==> src/rtl/core/qse_ram.sv <==
// ----------------------------------------------------------------------------
// qse_ram
// Simple dual-port synchronous RAM with registered read data.
// ----------------------------------------------------------------------------
module qse_ram #(
    parameter int DEPTH = 16,
    parameter int WIDTH = 32
) (
    input  logic                     i_clk,
    input  logic                     i_we,
    input  logic [$clog2(DEPTH)-1:0] i_waddr,
    input  logic [WIDTH-1:0]         i_wdata,
    input  logic                     i_re,
    input  logic [$clog2(DEPTH)-1:0] i_raddr,
    output logic [WIDTH-1:0]         o_rdata
);

    logic [WIDTH-1:0] r_mem [DEPTH];
    logic [WIDTH-1:0] r_rdata;

    always_ff @(posedge i_clk) begin
        if (i_we) begin
            r_mem[i_waddr] <= i_wdata;
        end
        if (i_re) begin
            r_rdata <= r_mem[i_raddr];
        end
    end

    assign o_rdata = r_rdata;

endmodule

==> config.mk <==
export PLATFORM = sky130hd
export DESIGN_NAME = qse_ram
export DESIGN_NICKNAME = d
export VERILOG_FILES = /design/src/rtl/core/qse_ram.sv
export SDC_FILE = /design/constraint.sdc
export NUM_CORES = 1
export LEC_CHECK = 0
export BUFFER_PORTS_ARGS = -buffer_cell sky130_fd_sc_hd__buf_2
export CORE_MARGIN = 5
export CORE_UTILIZATION = 54
export CTS_BUF_LIST = sky130_fd_sc_hd__clkbuf_4
export CTS_CLUSTER_SIZE = 40
export DETAILED_ROUTE_END_ITERATION = 10
export PLACE_DENSITY = 0.76
export SKIP_CTS_REPAIR_TIMING = 1
export SLEW_MARGIN = 5
export SYNTH_ARGS = -nofsm -noshare
export SYNTH_HDL_FRONTEND = slang
export SYNTH_SLANG_ARGS = --single-unit
==> constraint.sdc <==
create_clock -name i_clk -period 3.8 [get_ports i_clk]
set_input_delay 0.57 -clock i_clk [delete_from_list [all_inputs] [get_ports i_clk]]
set_output_delay 0.57 -clock i_clk [all_outputs]
set_load 0.005 [all_outputs]
==> out/results.txt <==
The logs give 0 for the remaining antenna violation count after routing and 0.0368 mm² for the core box area. 75 I/O pins were placed. The path type of the worst setup path was reg2out. The run gives 0.548 as the initial core utilization.

The routed length on met1 came out at 16200 µm. From left edge to right edge, the die measures 203 µm. Period utilization: 0.515.

The longest clock path from root to sink contains 3 buffers. The clock power share is 0.401, and the number of maximum-capacitance constraint violations is 0. The number of rows in the core area was 70.

The final layout contains 1079 nets. Measured along the y axis, the die boundary spans 203 µm. Summed over all layers, the global routing overflow is 0. At the placement stage, the worst setup path has a slack of 1.17 ns. Summed over all nets, the switching power comes to 2570 µW. The maximum fanout along the worst path was 1. The per-cell routed wire length was 25.9 µm. After routing, the total negative slack on setup checks comes to 0 ns.

The run finished with clean final reports. The tree built by TritonCTS fans out to 544 sinks. Derived from the worst setup path, the maximum achievable clock frequency is 510 MHz. In this design, the largest share of critical-path delay is due to flip-flops. First-pass GRT wire length: 62200 µm.

The time the final worst path needs with I/O delays and setup works out to 1.96 ns. The tools report the sequential cell fraction of total power as 0.553. Uppermost signal routing layer after detailed routing: met5. STA classifies the critical path startpoint as a flip-flop. The total wire length after detailed routing came out at 41400 µm. The tools report the aggregate global-route resource usage as 0.205. The stage delay of the slowest cell on the critical path is 0.44 ns. The logs give 0.0413 mm² for the area of the die and 0 for the total of warnings raised by yosys.

STA puts the critical path data required time at 3.23 ns. TritonCTS built the clock tree. After synthesis, the mean cell area works out to 24.1 µm². The run gives 10200 as the number of global-route vias before repair. The count of cell types in the netlist was 17; the number of hold violations in the final report was 0.

After detailed routing, the number of remaining DRC violations is 0. The ratio of routed vias to standard cells is 6.03, and the vias after detailed routing is 9639. The worst setup path is captured at an output pin. Buffers placed on the I/O ports in this run total 74. The tools report the number of levels the H-tree was split into as 4.

The critical path goes through buf_2. The largest net degree at the start of global routing was 47; the routed length on met3 was 3180 µm. The layout has 2478 filler cells. The clock network latency to the later pin of the worst-skew pair was 0.81 ns; the worst setup skew after layout was 0.0407 ns.

The switching power share of the total was 0.209; the synthesis-to-finish area growth was 14.5%. After clock tree synthesis, the clock-pin slew on the worst setup and hold paths is 0.07 ns. Actual transition at the worst max-transition pin: 1.20 ns. The setup-violating endpoint count in the final report was 0; the total power divided by cell area was 532 mW/mm². For the number of antenna violations at the first check in global routing, the log shows 3. The run gives 0.810 as the share of the yosys chip area belonging to registers. Master of the slowest instance on the critical path: sky130_fd_sc_hd__edfxtp_1. Setup repair after global routing left no endpoint under its margin.

The synthesized netlist net count is 881, and the internal power is 9730 µW. Synthesis handed over a netlist of 838 instances. The synthesized netlist occupies a cell area of 0.0202 mm². The placed wire-length estimate is 21200 µm. For the relative slew slack, the log shows 0.198. Data on the critical path arrives at its endpoint at 1.39 ns. For the routed length on met2, the log shows 21300 µm.

The master cell of the clock root buffer is sky130_fd_sc_hd__clkbuf_4. For this design the static power due to leakage is 0.00756 µW. TritonCTS created 135 clock buffers. Routability-driven placement finished with a final weighted congestion of 0.706. Power share of the combinational group: 0.046.

The maximum vdd ir drop was 0.000349 V. The tools report the max-slew violation count as 0. The sum of buffers and inverters on the critical path came out at 1.

The path class of the tightest hold or removal check is in2reg. In this run, synthesis produced a sequential element count of 544. The fraction of layout instances using a drive strength above 1 works out to 0.401. The violation count after the first detailed-routing iteration came out at 994. Across all setup checks in the final design, the least slack found is 1.84 ns. The number of iterations in the first detailed-routing pass is 5.
-- flip-flops by register name (all words and copies together) (netlist names) --
register  cells
o_rdata      32
r_mem       512
-- cells by family after synthesis --
logic type      count (synthesis)  synth area share
compound gates                 64            0.0238
buf+inv                        43            0.0110
flops                         544             0.810
mux                           128             0.143
simple gates                   59            0.0125
-- per-layer routing --
| layer | global-route usage | vias up |
|---|---|---|
| met5 | 0 | - |
| met4 | 0.0607 | 2 |
| met3 | 0.0588 | 58 |
| met2 | 0.336 | 446 |
| met1 | 0.274 | 5033 |
| li1 | - | 4100 |
-- cells in the final DEF, fill, tap and decap left out --
master                         n
sky130_fd_sc_hd__clkbuf_8      1
sky130_fd_sc_hd__mux4_2      128
sky130_fd_sc_hd__buf_4        26
sky130_fd_sc_hd__a22oi_1      64
sky130_fd_sc_hd__clkbuf_4    186
sky130_fd_sc_hd__edfxtp_1    544
sky130_fd_sc_hd__buf_2        72
sky130_fd_sc_hd__buf_12        5
sky130_fd_sc_hd__and2_2        1
sky130_fd_sc_hd__nand2_1      33
sky130_fd_sc_hd__clkinvlp_4    4
sky130_fd_sc_hd__nand3_1       1
sky130_fd_sc_hd__nand3b_1      2
sky130_fd_sc_hd__inv_2         3
sky130_fd_sc_hd__nor2_4       13
sky130_fd_sc_hd__nor3_2        4
sky130_fd_sc_hd__bufinv_16     7
sky130_fd_sc_hd__nor2b_4       2
sky130_fd_sc_hd__or3b_2        1
sky130_fd_sc_hd__clkinv_1     30
sky130_fd_sc_hd__diode_2       2
sky130_fd_sc_hd__nand2b_1      2
-- stage by stage --
step	util	cells	hold slack, ns	cell area (µm²)	total power [µW]
3_5_place_dp	0.580	1367	0.735	21300	7510
2_1_floorplan	-	838	0.669	20200	7240
4_1_cts	0.628	1597	0.0649	23100	12400
5_1_grt	0.628	1598	0.0570	23100	12800
3_3_place_gp	0.580	1367	0.727	21300	7480
6_report	0.628	1599	0.142	23100	12300
-- Yosys cell counts --
cell type | instances | area (µm²)
sky130_fd_sc_hd__buf_2 | 4 | 20.0
sky130_fd_sc_hd__buf_6 | 2 | 22.5
sky130_fd_sc_hd__nand2b_1 | 2 | 12.5
sky130_fd_sc_hd__nand3_1 | 1 | 5.00
sky130_fd_sc_hd__or3b_2 | 1 | 8.76
sky130_fd_sc_hd__buf_1 | 9 | 33.8
sky130_fd_sc_hd__buf_4 | 11 | 82.6
sky130_fd_sc_hd__a22oi_1 | 64 | 480
sky130_fd_sc_hd__nor2b_1 | 2 | 12.5
sky130_fd_sc_hd__mux4_2 | 128 | 2880
sky130_fd_sc_hd__nand2_1 | 33 | 124
sky130_fd_sc_hd__nand3b_1 | 2 | 15.0
sky130_fd_sc_hd__and2_1 | 1 | 6.26
sky130_fd_sc_hd__edfxtp_1 | 544 | 16300
sky130_fd_sc_hd__nor3_1 | 4 | 20.0
sky130_fd_sc_hd__clkbuf_1 | 17 | 63.8
sky130_fd_sc_hd__nor2_1 | 13 | 48.8
-- worst paths after layout --
kind	start	to	slack (ns)	cells past startpoint
setup / recovery	o_rdata[12]$_DFFE_PP_	o_rdata[12]	1.84	1
hold / removal	i_wdata[5]	r_mem[8][5]$_DFFE_PP_	0.14	1
setup reg to reg	r_mem[9][22]$_DFFE_PP_	o_rdata[22]$_DFFE_PP_	2.29	3
hold reg to reg	r_mem[3][8]$_DFFE_PP_	o_rdata[8]$_DFFE_PP_	0.74	3
-- power by group through the flow --
stage	combinational (µW)	clock (µW)	sequential [µW]
after global placement	565	0	6920
after detailed placement	580	0	6930
final	571	4930	6800
after floorplan	323	0	6920
after global routing	620	5420	6800
after CTS	580	5060	6800
-- final cells by class --
cell class                 count  area (µm²)  share of cell area
clock inverter                44         364              0.0158
tap                          468         586              0.0253
timing repair buffer         104         669              0.0290
multi-input combinational    251        3750               0.162
sequential                   544       16300               0.707
antenna                        2        5.00            0.000217
clock buffer                 186        1400              0.0604
(Power assumes the default switching activity.)
